===== config.mk =====
export PLATFORM = sky130hd
export DESIGN_NAME = top_n_score_select_flat
export DESIGN_NICKNAME = d
export VERILOG_FILES = /design/src/tns_pkg.sv /design/src/tns_if.sv /design/src/top_n_score_select.sv /design/src/tns_cell.sv /design/src/flat_wrapper.sv
export SDC_FILE = /design/constraint.sdc
export NUM_CORES = 1
export LEC_CHECK = 0
export BUFFER_PORTS_ARGS = -buffer_cell sky130_fd_sc_hd__buf_2
export CORE_MARGIN = 2
export CORE_UTILIZATION = 40
export CTS_CLUSTER_DIAMETER = 100
export CTS_CLUSTER_SIZE = 30
export DETAILED_ROUTE_END_ITERATION = 6
export HOLD_SLACK_MARGIN = 0.1
export PLACE_DENSITY = 0.67
export SYNTH_ARGS = -nofsm -noshare
export SYNTH_HDL_FRONTEND = slang
export SYNTH_SLANG_ARGS = --single-unit

===== constraint.sdc =====
create_clock -name i_clk -period 7.45 [get_ports i_clk]
set_input_delay 0.745 -clock i_clk [delete_from_list [all_inputs] [get_ports i_clk]]
set_output_delay 0.745 -clock i_clk [all_outputs]
set_load 0.01 [all_outputs]

===== src/tns_pkg.sv =====
// ----------------------------------------------------------------------------
// tns_pkg
// shared types and constants for the top-n score selector
// ----------------------------------------------------------------------------
package tns_pkg;

    localparam int MaxTopDef     = 8;
    localparam int MaxClassesDef = 1024;

    localparam int ScoreW      = 32;
    localparam int ClassIndexW = 10;
    localparam int TopCountW   = 4;
    localparam int DataW       = 32;
    localparam int AddrW       = 2;

    localparam logic [TopCountW-1:0] TopCountRst = TopCountW'(5);

    typedef enum logic [AddrW-1:0] {
        REG_TOP_COUNT = 2'b00
    } t_reg_addr;

    typedef enum logic [1:0] {
        S_COLLECT = 2'b01,
        S_DRAIN   = 2'b10
    } t_state;

    typedef struct packed {
        logic                     valid;
        logic signed [ScoreW-1:0] score;
        logic [ClassIndexW-1:0]   index;
    } t_entry;

    typedef struct packed {
        logic insert;
        logic shift;
        logic clear;
    } t_cell_ctrl;

endpackage


===== src/tns_if.sv =====
// ----------------------------------------------------------------------------
// tns_if
// valid/ready channels for score words in and class words out
// ----------------------------------------------------------------------------
interface tns_in_if;
    import tns_pkg::*;

    logic                     valid;
    logic                     ready;
    logic signed [ScoreW-1:0] score;
    logic                     last_score;

    modport source (output valid, output score, output last_score, input ready);
    modport sink   (input valid, input score, input last_score, output ready);
endinterface

interface tns_out_if;
    import tns_pkg::*;

    logic                     valid;
    logic                     ready;
    logic [ClassIndexW-1:0]   class_index;
    logic signed [ScoreW-1:0] class_score;
    logic                     last_result;

    modport source (output valid, output class_index, output class_score,
                    output last_result, input ready);
    modport sink   (input valid, input class_index, input class_score,
                    input last_result, output ready);
endinterface


===== src/top_n_score_select.sv =====
// ----------------------------------------------------------------------------
// top_n_score_select
// streaming top-n class selection over a vector of scores
// ----------------------------------------------------------------------------
// scores arrive at most one word per cycle on i_in, numbered by arrival from 0;
// the word flagged last_score closes the vector. a chain of MaxTop cells keeps
// the best scores sorted, highest first, equal scores in arrival order; each
// word is placed by a compare in every cell and a shift of the lower slots, so
// i_in takes one score per cycle while a vector streams in. scores past
// MaxClasses positions are dropped, the flag still ends the vector. in the
// cycle after the last word is taken, o_out shows the best class; the chain
// moves up one slot per word taken, so o_out gives the n results in order,
// n = top_count (0 read as 1, capped at MaxTop) cut to scores received.
// i_in.ready stays low from the last word until the final result is taken;
// a stalled receiver simply holds the chain. top_count sits at byte address
// 0 of the apb port, reset value 5. reset empties the chain, clears the
// position count and makes the block ready for a new vector.
// ----------------------------------------------------------------------------
module top_n_score_select #(
    parameter int MaxTop     = tns_pkg::MaxTopDef,
    parameter int MaxClasses = tns_pkg::MaxClassesDef
) (
    input  logic                       i_clk,
    input  logic                       i_rst_n,
    tns_in_if.sink                     i_in,
    tns_out_if.source                  o_out,
    input  logic                       psel,
    input  logic                       penable,
    input  logic                       pwrite,
    input  logic [tns_pkg::AddrW-1:0]  paddr,
    input  logic [tns_pkg::DataW-1:0]  pwdata,
    output logic [tns_pkg::DataW-1:0]  prdata,
    output logic                       pready
);
    import tns_pkg::*;

    localparam int CntW = $clog2(MaxTop + 1);
    localparam int PosW = $clog2(MaxClasses + 1);

    t_state                 r_state;
    t_state                 n_state;
    logic [TopCountW-1:0]   r_top;
    logic [PosW-1:0]        r_pos;
    logic [PosW-1:0]        n_pos;
    logic [CntW-1:0]        r_fill;
    logic [CntW-1:0]        n_fill;
    logic [CntW-1:0]        r_left;
    logic [CntW-1:0]        n_left;

    logic                   w_in_acc;
    logic                   w_out_acc;
    logic                   w_in_range;
    logic [CntW-1:0]        w_fill_next;
    logic [CntW-1:0]        w_req;
    logic [CntW-1:0]        w_n;
    logic [PosW+ClassIndexW-1:0] w_pos_ext;
    t_entry                 w_new;
    t_cell_ctrl             w_ctrl;
    t_entry                 w_entry [MaxTop];
    logic                   w_flag  [MaxTop];

    // config port
    assign pready = 1'b1;

    always_ff @(posedge i_clk) begin
        if (!i_rst_n) begin
            r_top <= TopCountRst;
        end else if (psel && penable && pwrite && (paddr == REG_TOP_COUNT)) begin
            r_top <= pwdata[TopCountW-1:0];
        end
    end

    always_comb begin
        prdata = '0;
        if (paddr == REG_TOP_COUNT) begin
            prdata = {{(DataW-TopCountW){1'b0}}, r_top};
        end
    end

    // handshakes
    assign i_in.ready = (r_state == S_COLLECT);
    assign w_in_acc   = i_in.valid && i_in.ready;
    assign o_out.valid = (r_state == S_DRAIN);
    assign w_out_acc  = o_out.valid && o_out.ready;

    assign o_out.class_index = w_entry[0].index;
    assign o_out.class_score = w_entry[0].score;
    assign o_out.last_result = (r_left == CntW'(1));

    // new word for the chain
    assign w_in_range = (r_pos < PosW'(MaxClasses));
    assign w_pos_ext  = {{ClassIndexW{1'b0}}, r_pos};

    always_comb begin
        w_new.valid = 1'b1;
        w_new.score = i_in.score;
        w_new.index = w_pos_ext[ClassIndexW-1:0];
    end

    always_comb begin
        w_ctrl.insert = w_in_acc && w_in_range;
        w_ctrl.shift  = w_out_acc && (r_left != CntW'(1));
        w_ctrl.clear  = w_out_acc && (r_left == CntW'(1));
    end

    // insertion chain
    for (genvar k = 0; k < MaxTop; k++) begin : g_cell
        t_entry w_left;
        t_entry w_right;
        logic   w_left_flag;

        if (k == 0) begin : g_head
            assign w_left      = '0;
            assign w_left_flag = 1'b0;
        end else begin : g_body
            assign w_left      = w_entry[k-1];
            assign w_left_flag = w_flag[k-1];
        end

        if (k == MaxTop - 1) begin : g_tail
            assign w_right = '0;
        end else begin : g_mid
            assign w_right = w_entry[k+1];
        end

        tns_cell u_cell (
            .i_clk       (i_clk),
            .i_rst_n     (i_rst_n),
            .i_ctrl      (w_ctrl),
            .i_new       (w_new),
            .i_left      (w_left),
            .i_right     (w_right),
            .i_left_flag (w_left_flag),
            .o_flag      (w_flag[k]),
            .o_entry     (w_entry[k])
        );
    end

    // result count
    always_comb begin
        w_fill_next = r_fill;
        if (w_ctrl.insert && w_flag[MaxTop-1] && (r_fill < CntW'(MaxTop))) begin
            w_fill_next = r_fill + CntW'(1);
        end
    end

    always_comb begin
        if (r_top == '0) begin
            w_req = CntW'(1);
        end else if (32'(r_top) > 32'(MaxTop)) begin
            w_req = CntW'(MaxTop);
        end else begin
            w_req = CntW'(r_top);
        end
        w_n = (w_req > w_fill_next) ? w_fill_next : w_req;
    end

    // control
    always_comb begin
        n_state = r_state;
        n_pos   = r_pos;
        n_fill  = r_fill;
        n_left  = r_left;
        case (r_state)
            S_COLLECT: begin
                if (w_in_acc) begin
                    n_fill = w_fill_next;
                    if (w_in_range) begin
                        n_pos = r_pos + PosW'(1);
                    end
                    if (i_in.last_score) begin
                        n_pos  = '0;
                        n_fill = '0;
                        n_left = w_n;
                        if (w_n != '0) begin
                            n_state = S_DRAIN;
                        end
                    end
                end
            end
            S_DRAIN: begin
                if (w_out_acc) begin
                    n_left = r_left - CntW'(1);
                    if (r_left == CntW'(1)) begin
                        n_state = S_COLLECT;
                    end
                end
            end
            default: begin
                n_state = S_COLLECT;
            end
        endcase
    end

    always_ff @(posedge i_clk) begin
        if (!i_rst_n) begin
            r_state <= S_COLLECT;
            r_pos   <= '0;
            r_fill  <= '0;
            r_left  <= '0;
        end else begin
            r_state <= n_state;
            r_pos   <= n_pos;
            r_fill  <= n_fill;
            r_left  <= n_left;
        end
    end

    // checks
    a_head_valid: assert property (@(posedge i_clk) disable iff (!i_rst_n)
        o_out.valid |-> w_entry[0].valid)
        else $error("result shown from an empty slot");

    a_left_nonzero: assert property (@(posedge i_clk) disable iff (!i_rst_n)
        (r_state == S_DRAIN) |-> (r_left != '0))
        else $error("drain with no results left");

    a_fill_bound: assert property (@(posedge i_clk) disable iff (!i_rst_n)
        r_fill <= CntW'(MaxTop))
        else $error("fill count past chain length");

    a_back_to_collect: assert property (@(posedge i_clk) disable iff (!i_rst_n)
        (w_out_acc && o_out.last_result) |=> (i_in.ready && !w_entry[0].valid))
        else $error("chain not emptied after final result");

endmodule


===== src/tns_cell.sv =====
// ----------------------------------------------------------------------------
// tns_cell
// one slot of the sorted insertion chain, holds a score and its class index
// ----------------------------------------------------------------------------
module tns_cell (
    input  logic                i_clk,
    input  logic                i_rst_n,
    input  tns_pkg::t_cell_ctrl i_ctrl,
    input  tns_pkg::t_entry     i_new,
    input  tns_pkg::t_entry     i_left,
    input  tns_pkg::t_entry     i_right,
    input  logic                i_left_flag,
    output logic                o_flag,
    output tns_pkg::t_entry     o_entry
);
    import tns_pkg::*;

    t_entry r_entry;
    t_entry n_entry;

    // new word belongs at or before this slot
    assign o_flag = !r_entry.valid || (i_new.score > r_entry.score);

    always_comb begin
        n_entry = r_entry;
        if (i_ctrl.clear) begin
            n_entry.valid = 1'b0;
        end else if (i_ctrl.insert && o_flag) begin
            if (i_left_flag) begin
                n_entry = i_left;
            end else begin
                n_entry       = i_new;
                n_entry.valid = 1'b1;
            end
        end else if (i_ctrl.shift) begin
            n_entry = i_right;
        end
    end

    always_ff @(posedge i_clk) begin
        if (!i_rst_n) begin
            r_entry.valid <= 1'b0;
        end else begin
            r_entry <= n_entry;
        end
    end

    assign o_entry = r_entry;

endmodule


===== src/flat_wrapper.sv =====
// flat-port wrapper written by rule: the top's interface ports become plain ports
module top_n_score_select_flat import tns_pkg::*;
#(
    parameter int MaxTop     = tns_pkg::MaxTopDef,
    parameter int MaxClasses = tns_pkg::MaxClassesDef
)
  (i_clk, i_rst_n, psel, penable, pwrite, paddr, pwdata, prdata, pready, i_in_valid, i_in_score, i_in_last_score, i_in_ready, o_out_valid, o_out_class_index, o_out_class_score, o_out_last_result, o_out_ready);
  tns_in_if i_in_i ();
  tns_out_if o_out_i ();
  input  logic i_clk;
  input  logic i_rst_n;
  input  logic psel;
  input  logic penable;
  input  logic pwrite;
  input  logic [tns_pkg::AddrW-1:0] paddr;
  input  logic [tns_pkg::DataW-1:0] pwdata;
  output logic [tns_pkg::DataW-1:0] prdata;
  output logic pready;
  input wire logic [$bits(i_in_i.valid)-1:0] i_in_valid;
  input wire logic [$bits(i_in_i.score)-1:0] i_in_score;
  input wire logic [$bits(i_in_i.last_score)-1:0] i_in_last_score;
  output wire logic [$bits(i_in_i.ready)-1:0] i_in_ready;
  output wire logic [$bits(o_out_i.valid)-1:0] o_out_valid;
  output wire logic [$bits(o_out_i.class_index)-1:0] o_out_class_index;
  output wire logic [$bits(o_out_i.class_score)-1:0] o_out_class_score;
  output wire logic [$bits(o_out_i.last_result)-1:0] o_out_last_result;
  input wire logic [$bits(o_out_i.ready)-1:0] o_out_ready;
  assign i_in_i.valid = i_in_valid;
  assign i_in_i.score = i_in_score;
  assign i_in_i.last_score = i_in_last_score;
  assign i_in_ready = i_in_i.ready;
  assign o_out_valid = o_out_i.valid;
  assign o_out_class_index = o_out_i.class_index;
  assign o_out_class_score = o_out_i.class_score;
  assign o_out_last_result = o_out_i.last_result;
  assign o_out_i.ready = o_out_ready;
  top_n_score_select #(.MaxTop(MaxTop), .MaxClasses(MaxClasses)) u_core (.i_clk(i_clk), .i_rst_n(i_rst_n), .i_in(i_in_i), .o_out(o_out_i), .psel(psel), .penable(penable), .pwrite(pwrite), .paddr(paddr), .pwdata(pwdata), .prdata(prdata), .pready(pready));
endmodule

==> results.py, run 1 <==
metrics = {
    "run_status": {
        "outcome": "finished, final reports clean",
    },
    "die": {
        "die_area_sq_um": 67100,
        "io_pins": 152,
        "fp-row-count": 93,
        "die_h_microns": 259,
        "die_w_microns": 259,
        "placeableCoreArea_sq_um": 64300,
        "initial_core_util_pct": 40.5,
    },
    "yosys": {
        "ys_seq_area_share_pct": 41.3,
        "synth_area_leaders": "edfxtp_1 39%, ha_1 13%, mux2i_1 10%, inv_1 3.9%, nor2_1 3.3%",
        "ys_ff_latch": 369,
        "synth_top_family_by_area": "multiplexers",
        "syn_area_sq_um": 26000,
        "synthMuxAreaShare_pct": 12.8,
        "async_flop_share_pct": 0,
        "synth_compound_area_share_pct": 12.6,
        "yosysWarnings": 0,
        "synth_area_per_cell_sq_um": 9.84,
        "synth_ff_type": "edfxtp_1",
        "syn_inst": 2647,
        "yosys.area_share.xor_xnor_pct": 0.303,
        "yosys.area.top_type": "edfxtp_1",
        "synthAdderAreaFrac_pct": 12.7,
        "synth-edff-count": 336,
        "synth.top_cell.area_share_pct": 38.8,
        "netlist-cell-type-count": 83,
        "synth-simple-area-share_pct": 11.2,
    },
    "global_routing": {
        "grt_pass1_wl_microns": 115000,
        "antenna_found_initial": 2,
        "grt_pass1_vias": 20100,
        "gr-usage-all-layers_pct": 21.8,
        "overflow": 0,
        "grt_max_degree": 88,
    },
    "critical_path": {
        "worstPathMaxFanout": 48,
        "arrival_ns": 5.71,
        "cp-start-kind": "flip-flop",
        "setup.worst_path.class": "flip-flop to flip-flop",
        "cp_data_required_time_ns": 7.75,
        "end_kind": "flip-flop",
    },
    "layout": {
        "area_growth_pct": 5.91,
        "final_cell_count_no_fill": 3467,
        "final_area_sq_um": 27600,
        "n_fill_cell": 6092,
        "drive_above_1_share_pct": 9.61,
        "antenna_cells": 0,
        "nNetsFinal": 2935,
    },
    "placed_design": {
        "dp.cells": 3429,
        "numPortBuffers": 94,
        "dp_hpwl_microns": 51500,
        "gp_congestion": 0.912,
        "placed_area_sq_um": 26800,
    },
    "clocking": {
        "clockBufferDepth": 3,
        "cts_setup_buffers": 0,
        "insertion_delay_ns": 0.59,
        "path_clk_slew_ns": 0.11,
        "cts_buffers": 21,
        "clockRootBuffer": "clkbuf_16",
        "htree_levels": 1,
        "cts_tree": "yes",
        "cts-hold-fix-buffers": 0,
        "ctsResizeCount": 0,
        "clkSinkCount": 369,
    },
    "sta": {
        "rsz0062_at_grt": "false",
        "drv_slew": 0,
        "setup_tns_ns": 0,
        "hold_viol": 0,
        "skew_ns": 0.0382,
        "fmax_mhz": 185,
        "relSlewSlack_pct": 21.1,
        "fin_crit_sh_pct": 72.7,
        "worst_pin_slew_ns": 1.18,
        "setup_viol": 0,
        "period_minus_slack_ns": 5.41,
    },
    "drt": {
        "drc": 0,
        "vias": 20100,
        "first_pass_iters": 6,
        "routed_wl_microns": 74400,
        "vias_per_cell": 5.79,
        "drtIter0Drc": 1842,
        "wl_per_cell_microns": 21.5,
        "drtAntennaViolNets": 0,
    },
    "power_and_ir_drop": {
        "p_leak_nw": 12.0,
        "total_power_mw": 5.56,
        "internal-power_mw": 3.69,
        "power_frac_seq_pct": 47.8,
        "power_frac_comb_pct": 26.8,
        "p_clk_share_pct": 25.4,
        "ir_drop_uv": 172,
        "power_switching_mw": 1.88,
        "powerDensity_nw_per_um2": 202,
        "sw_frac_of_total_pct": 33.7,
    },
    "run": {
        "drv_cap": 0,
    },
    "worst_hold_path": {
        "hp-class": "input port to flip-flop",
    },
}
[per-layer routing]
metal | global-route usage, % | up-vias | share of wire [%] | routed length, microns
met5 | 0 | - | 0.022 | 16
met4 | 8.69 | 2 | 4.2 | 3140
met3 | 3.16 | 145 | 7.0 | 5190
met2 | 35.4 | 705 | 46 | 34300
met1 | 29.1 | 9909 | 43 | 31700
li1 | - | 9315 | - | -
[cell families after synthesis]
| logic type | Yosys count |
|---|---|
| AND/OR/NAND/NOR | 630 |
| AO/OA/AOI/OAI | 552 |
| buffers and inverters | 497 |
| flip-flops | 369 |
| multiplexers | 324 |
| adder cells (fa/ha/maj) | 264 |
| XOR/XNOR | 9 |
| other | 2 |
[registers in the layout (all words and copies together) (netlist names)]
register,count
u_core.r_fill,4
u_core.r_pos,11
u_core.g_cell.u_cell.o_entry,344
u_core.r_left,4
u_core.r_state,2
u_core.r_top,4
[critical path, cell delays in order, from the launching register on]
cell and delay [ns]:
edfxtp_1 0.53, inv_1 0.14, ha_1 0.46, nand4_1 0.14, nor2_2 0.20, nand4_1 0.48
or4_4 0.77, o311ai_2 0.36, nor4_1 0.14, o31ai_4 0.31, buf_4 0.45, buf_4 0.68
mux2i_1 0.28, o21ai_1 0.07
[power groups by stage]
| stage | Clock [mW] | Combinational [mW] | Sequential, mW |
|---|---|---|---|
| 2_1_floorplan | 0 | 1.07 | 2.66 |
| 3_3_place_gp | 0 | 1.42 | 2.69 |
| 3_5_place_dp | 0 | 1.47 | 2.70 |
| 4_1_cts | 1.43 | 1.48 | 2.65 |
| 5_1_grt | 1.49 | 1.65 | 2.68 |
| 6_report | 1.41 | 1.49 | 2.66 |
[worst paths after layout]
kind / startpoint / end / slack (ns) / cells after the start
max reg2reg: u_core.g_cell[0].u_cell.o_entry[41] / u_core.g_cell[1].u_cell.o_entry[32] / 2.04 / 13
min reg2reg: u_core.r_left[1] / u_core.r_left[1] / 0.51 / 2
min: pwdata[2] / u_core.r_top[2] / 0.42 / 3
max: u_core.g_cell[0].u_cell.o_entry[41] / u_core.g_cell[1].u_cell.o_entry[32] / 2.04 / 13
[layout make-up]
type	instances	area [sq um]	share of cell area, %
sequential	369	10800	39.0
clock inverter	12	184	0.667
timing repair buffer	127	731	2.65
clock buffer	26	554	2.01
tap	855	1070	3.88
inverter	270	1010	3.68
multi-input combinational	1808	13300	48.1
[synth_stat cells (all sizes together) (4+ instances only)]
| master | instances |
|---|---|
| ha | 264 |
| a21oi | 156 |
| o31ai | 7 |
| a211oi | 10 |
| o22ai | 8 |
| nor4 | 8 |
| and4 | 5 |
| buf | 164 |
| clkbuf | 63 |
| o21a | 21 |
| nor2 | 227 |
| a2111oi | 7 |
| a21boi | 4 |
| inv | 269 |
| o211ai | 5 |
| nor3 | 14 |
| mux2i | 268 |
| and3 | 8 |
| a21o | 41 |
| nand3 | 102 |
| xor2 | 6 |
| edfxtp | 336 |
| or3 | 5 |
| or4 | 10 |
| nand2 | 155 |
| a31oi | 46 |
| dfxtp | 33 |
| nand2b | 7 |
| mux2 | 56 |
| a221oi | 7 |
| nand4 | 47 |
| o21ai | 210 |
| and2 | 8 |
| nor2b | 25 |
[through the flow]
stage | utilization [%] | hold slack (ns) | worst slack (ns)
detailed placement | 41.7 | 0.493 | 1.72
finish | 42.8 | 0.416 | 2.04
floorplan | - | 0.453 | 2.01
global placement | 41.7 | 0.476 | 1.79
CTS | 42.8 | 0.400 | 2.14
global route | 42.8 | 0.424 | 1.83
[placed cells by master, fill, tap and decap left out, drive strengths merged, types with 33 or more instances in the layout]
master and instances:
nand4 47, mux2 56, ha 264, edfxtp 336
o21ai 210, buf 127, a31oi 46, nor2 227
dfxtp 33, nand3 102, a21o 41, inv 273
a21oi 156, nand2 155, mux2i 268
Power figures use the tool's default switching activity.
==> run 2: changes to the inputs <==
- ABC_AREA: not set -> 1
- PLACE_DENSITY: 0.67 -> 0.69
- clock period: 7.45 -> 4.4 ns (I/O delays scaled with it)
==> run 2 against run 1 <==
Effect of this change: utilization up 0.62 points; cell count up 18%; sequential cell count unchanged; largest cell class unchanged; combinational power rose to 4.0 times the previous value; highest routed layer unchanged; clock-buffer cell count unchanged; critical endpoint is now u_core.g_cell[6].u_cell.o_entry[16]; setup slack worse by 1.7 ns.
==> results.py, run 2 <==
metrics = {
    "run_status": {
        "outcome": "finished, final reports clean",
    },
    "sta": {
        "fmax_mhz": 247,
        "skew_ns": 0.0445,
        "period_minus_slack_ns": 4.05,
        "rsz0062_at_grt": "false",
        "setup_tns_ns": 0,
        "setup_viol": 0,
        "hold_viol": 0,
        "worst_pin_slew_ns": 1.02,
        "final.setup.worst_slack_ns": 0.353,
        "worst_hold_slack_ns": 0.141,
        "drv_slew": 0,
        "relSlewSlack_pct": 31.9,
        "fin_crit_sh_pct": 92.0,
    },
    "critical_path": {
        "max_stage_delay_ns": 0.75,
        "end_kind": "flip-flop",
        "reg2reg_from": "u_core.g_cell[6].u_cell.o_entry[41]",
        "cp_slowest_cell": "inv_2",
        "setup.worst_path.class": "flip-flop to flip-flop",
        "worstRegToRegCells": 14,
        "path_cells": "inv_1, ha_1, nand4_1, nor3_1, nor4b_1, buf_4, nand2_1, nand3_1, nand2_1, o21ai_4, nand2_2, inv_2, nand3_1, nand2_1",
        "r2r_end": "u_core.g_cell[6].u_cell.o_entry[16]",
        "path_buf_inv": 3,
        "cp_top_family": "simple AND/OR/NAND/NOR gates",
        "cp_data_required_time_ns": 4.83,
        "arrival_ns": 4.48,
        "r2r_slack_ns": 0.35,
        "crit_cells": 14,
        "worst_path_most_repeated_cell": "nand2_1",
        "cp-start-kind": "flip-flop",
        "worstPathMaxFanout": 43,
    },
    "global_routing": {
        "gr-usage-all-layers_pct": 22.3,
        "overflow": 0,
        "grt_pass1_wl_microns": 117000,
        "grt_pass1_vias": 20700,
        "grt_max_degree": 86,
        "antenna_found_initial": 5,
    },
    "power_and_ir_drop": {
        "powerDensity_nw_per_um2": 501,
        "total_power_mw": 14.0,
        "ir_drop_uv": 316,
        "p_leak_nw": 12.9,
    },
    "die": {
        "initial_core_util_pct": 40.2,
        "die_h_microns": 258,
        "io_pins": 152,
        "die_area_sq_um": 66500,
        "fp-row-count": 93,
        "die_w_microns": 258,
        "placeableCoreArea_sq_um": 64100,
    },
    "drt": {
        "routed_wl_microns": 75300,
        "vias_per_cell": 5.34,
        "drc": 0,
        "first_pass_iters": 6,
        "vias": 21800,
        "drtIter0Drc": 2224,
        "wl_per_cell_microns": 18.4,
        "drtAntennaViolNets": 0,
    },
    "layout": {
        "layout_commonest_cell": "nand2_1",
        "n_fill_cell": 6362,
        "nNetsFinal": 3548,
        "regArea_sq_um": 10800,
        "layout_common_cells": "922 x nand2_1, 394 x inv_1, 336 x edfxtp_1, 264 x ha_1, 258 x o21ai_0",
        "finish.utilization_pct": 43.5,
        "area_growth_pct": 8.03,
        "largest_register_ffs": 344,
        "multi_input_area_sq_um": 12500,
        "drive_above_1_share_pct": 7.66,
    },
    "clocking": {
        "cts_tree": "yes",
        "htree_levels": 1,
        "path_clk_slew_ns": 0.12,
        "cts_setup_buffers": 0,
        "insertion_delay_ns": 0.59,
        "clockBufferDepth": 3,
        "cts_buffers": 21,
        "clkSinkCount": 369,
        "clockRootBuffer": "clkbuf_16",
    },
    "yosys": {
        "ys_seq_area_share_pct": 41.7,
        "async_flop_share_pct": 0,
        "netlist-cell-type-count": 50,
        "syn_area_sq_um": 25800,
        "yosys.area.top_type": "edfxtp_1",
        "syn_inst": 3203,
        "yosysWarnings": 0,
        "ys_ff_latch": 369,
        "synth_ff_type": "edfxtp_1",
        "synth_area_per_cell_sq_um": 8.05,
        "synth-edff-count": 336,
        "synth.most_common_cell": "nand2_1",
        "synthTopCellsByCount": "927 x nand2_1, 394 x inv_1, 336 x edfxtp_1",
        "synth.top_cell.area_share_pct": 39.1,
        "synth_area_leaders": "edfxtp_1 39%, nand2_1 13%, ha_1 13%, inv_1 5.7%, o21ai_0 5.0%",
    },
    "placed_design": {
        "numPortBuffers": 94,
        "dp_hpwl_microns": 52400,
        "dp_slack_ns": 0.148,
        "gp_congestion": 0.886,
    },
    "worst_hold_path": {
        "hp-class": "input port to flip-flop",
        "hold_start": "i_rst_n",
        "holdPathStages": 2,
        "min_to": "u_core.r_state[0]",
    },
    "run": {
        "drv_cap": 0,
    },
}
## run 2: cell types whose count changed after synthesis, sizes merged, moves of 18 or more
cell	before	now
nand2	155	934
mux2i	268	1
o21ai	210	389
nor2	227	75
inv	269	399
nand3	102	191
mux2	56	0
a31oi	46	7
a21oi	156	192
a21o	41	6
o211ai	5	34
nor2b	25	0
nand4	47	29
## run 2: final cells by class
class	count	area share (%)
timing repair buffer	169	4.44
clock buffer	26	2.11
multi-input combinational	2246	44.8
sequential	369	38.6
antenna	2	0.0180
clock inverter	11	0.750
inverter	403	5.43
tap	855	3.84
## run 2: timing repair
action / CTS / global route
endpoints found under the hold margin: 2 / 0
hold buffers: 2 / 0
endpoints found under the setup margin: 0 / 1
gates resized for setup: 0 / 1
## run 2: worst max-delay path by stage
stage / start / slack [ns] / endpoint
final: u_core.g_cell[6].u_cell.o_entry[41] / 0.35 / u_core.g_cell[6].u_cell.o_entry[16]
after global placement: i_in_score[31] / 0.23 / u_core.g_cell[6].u_cell.o_entry[17]
after floorplan: i_in_score[0] / 0.23 / u_core.g_cell[7].u_cell.o_entry[0]
after CTS: u_core.g_cell[6].u_cell.o_entry[41] / 0.44 / u_core.g_cell[6].u_cell.o_entry[17]
after global routing: u_core.g_cell[7].u_cell.o_entry[15] / 0.02 / u_core.r_state[1]
after detailed placement: i_in_score[31] / 0.15 / u_core.g_cell[6].u_cell.o_entry[21]
## run 2: worst register-to-register path, delay by kind of cell, from the launching register on
kind | cells | cell delay, ns
adders and majority gates | 1 | 0.38
DFF | 1 | 0.35
buffers and inverters | 3 | 1.06
AOI/OAI and AO/OA | 1 | 0.14
and+or+nand+nor | 9 | 1.97
## run 2: metal layers
metal	track usage (%)	up-vias	share of wire, %
met5	0	-	0.045
met4	6.05	6	2.5
met3	3.54	119	8.7
met2	37.9	871	47
met1	29.5	10100	42
li1	-	10700	-
## run 2: cell families after synthesis
logic type | share of synthesized area (%)
AND/OR/NAND/NOR | 20.1
AO/OA/AOI/OAI | 14.3
buffers and inverters | 10.7
flip-flops | 41.7
adder cells (fa/ha/maj) | 12.8
XOR/XNOR | 0.267
other | 0.0291
multiplexers | 0.0388
## run 2: through the flow
stage / instances / instance area [sq um]
floorplan: 3230 / 25900
global placement: 4040 / 27000
detailed placement: 4040 / 27000
CTS: 4079 / 27900
global route: 4081 / 27900
finish: 4081 / 27900
## run 2: where the power goes
part	switching (mW)	total, mW	leakage (nW)	internal [mW]
combinational	4.12	6.01	9.07	1.89
clock	1.45	2.53	0.383	1.08
sequential	0.398	5.42	3.40	5.02
total	5.97	14.0	12.9	7.99
==> run 3: changes to the inputs <==
- CTS_BUF_LIST: not set -> sky130_fd_sc_hd__clkbuf_16
==> run 3 against run 2 <==
Effect of this change: clock power hardly changed; largest cell class unchanged; fmax hardly changed; clock skew is 0.00064 ns lower; via count is 0.10% lower; first-iteration DRC count hardly changed; sequential cell count stayed put.
==> results.py, run 3 (synthesis results as in run 2) <==
metrics = {
    "run_status": {
        "outcome": "finished, final reports clean",
    },
    "layout": {
        "drive_above_1_share_pct": 7.66,
        "largest_register_ffs": 344,
        "layout_commonest_cell": "nand2_1",
        "layout_common_cells": "922 x nand2_1, 397 x inv_1, 336 x edfxtp_1, 264 x ha_1, 258 x o21ai_0",
        "n_fill_cell": 6362,
        "area_growth_pct": 8.03,
        "nNetsFinal": 3548,
    },
    "global_routing": {
        "gr-usage-all-layers_pct": 22.3,
        "grt_pass1_wl_microns": 117000,
        "antenna_found_initial": 5,
        "grt_pass1_vias": 20700,
        "grt_max_degree": 86,
        "overflow": 0,
    },
    "run": {
        "drv_cap": 0,
    },
    "critical_path": {
        "setup.worst_path.class": "flip-flop to flip-flop",
        "cp-start-kind": "flip-flop",
        "cp_data_required_time_ns": 4.83,
        "arrival_ns": 4.48,
        "worstPathMaxFanout": 43,
        "r2r_slack_ns": 0.35,
        "end_kind": "flip-flop",
    },
    "power_and_ir_drop": {
        "sw_frac_of_total_pct": 42.8,
        "powerDensity_nw_per_um2": 501,
        "total_power_mw": 14.0,
        "power_frac_seq_pct": 38.8,
        "p_clk_share_pct": 18.1,
        "power_switching_mw": 5.97,
        "internal-power_mw": 7.98,
        "ir_drop_uv": 317,
        "power_frac_comb_pct": 43.1,
        "p_leak_nw": 12.9,
    },
    "worst_hold_path": {
        "hp-class": "input port to flip-flop",
    },
    "clocking": {
        "clkSinkCount": 369,
        "clockRootBuffer": "clkbuf_16",
        "cts_buffers": 21,
        "clockBufferDepth": 3,
        "path_clk_slew_ns": 0.12,
        "cts_setup_buffers": 0,
        "insertion_delay_ns": 0.59,
        "cts_tree": "yes",
        "htree_levels": 1,
    },
    "drt": {
        "drc": 0,
        "vias": 21800,
        "routed_wl_microns": 75300,
        "wl_per_cell_microns": 18.4,
        "vias_per_cell": 5.33,
        "first_pass_iters": 6,
        "drtAntennaViolNets": 0,
        "drtIter0Drc": 2225,
    },
    "die": {
        "die_h_microns": 258,
        "fp-row-count": 93,
        "initial_core_util_pct": 40.2,
        "placeableCoreArea_sq_um": 64100,
        "io_pins": 152,
        "die_w_microns": 258,
        "die_area_sq_um": 66500,
    },
    "sta": {
        "fin_crit_sh_pct": 92.0,
        "relSlewSlack_pct": 32.6,
        "worst_pin_slew_ns": 1.01,
        "skew_ns": 0.0438,
        "fmax_mhz": 247,
        "rsz0062_at_grt": "false",
        "worst_hold_slack_ns": 0.143,
        "setup_tns_ns": 0,
        "hold_viol": 0,
        "period_minus_slack_ns": 4.05,
        "drv_slew": 0,
        "setup_viol": 0,
    },
    "placed_design": {
        "dp_hpwl_microns": 52400,
        "gp_congestion": 0.886,
        "numPortBuffers": 94,
    },
}
[run 3: power groups by stage]
stage | Clock, mW | Sequential (mW) | Combinational [mW]
finish | 2.52 | 5.42 | 6.01
global route | 2.68 | 5.49 | 6.76
CTS | 2.57 | 5.41 | 5.98
floorplan | 0 | 5.36 | 4.28
global placement | 0 | 5.46 | 5.80
detailed placement | 0 | 5.48 | 5.95
[run 3: final timing paths]
check / cells past startpoint / end / from
worst max-delay path: 14 / u_core.g_cell[6].u_cell.o_entry[16] / u_core.g_cell[6].u_cell.o_entry[41]
worst min-delay path: 2 / u_core.r_state[0] / i_rst_n
worst max register to register: 14 / u_core.g_cell[6].u_cell.o_entry[16] / u_core.g_cell[6].u_cell.o_entry[41]
worst min register to register: 2 / u_core.r_left[1] / u_core.r_left[1]
[run 3: cell type report]
cell class	count	area [sq um]	area share, %
Multi-Input combinational cell	2246	12500	44.8
Sequential cell	369	10800	38.6
Inverter	403	1510	5.43
Timing Repair Buffer	169	1240	4.44
Tap cell	855	1070	3.84
Clock buffer	23	576	2.07
Clock inverter	14	220	0.790
Antenna cell	2	5.00	0.0180
[run 3: through the flow]
step           setup WS, ns  cells  area, sq um  util, %
6_report              0.353   4081        27900     43.5
4_1_cts               0.441   4079        27900     43.5
2_1_floorplan         0.235   3230        25900        -
3_5_place_dp          0.148   4040        27000     42.2
5_1_grt              0.0240   4081        27900     43.5
3_3_place_gp          0.234   4040        27000     42.2
[run 3: metal layers]
layer / global-route usage (%) / up-vias / routed length, microns
met3: 3.54 / 115 / 6410
met2: 37.9 / 856 / 35500
met5: 0 / - / 34
li1: - / 10700 / -
met1: 29.5 / 10100 / 31500
met4: 6.05 / 6 / 1840
[run 3: worst max-delay path, stage by stage, from the launching register on]
cell,delay [ns]
edfxtp_1,0.35
inv_1,0.07
ha_1,0.38
nand4_1,0.11
nor3_1,0.39
nor4b_1,0.60
buf_4,0.24
nand2_1,0.13
nand3_1,0.11
nand2_1,0.09
o21ai_4,0.14
nand2_2,0.12
inv_2,0.75
nand3_1,0.23
nand2_1,0.14
[run 3: repair_timing]
| action | in CTS | in global routing |
|---|---|---|
| endpoints found under the setup margin | 0 | 1 |
| resized for setup | 0 | 1 |
| hold buffers | 2 | 0 |
| hold endpoints to repair | 2 | 0 |
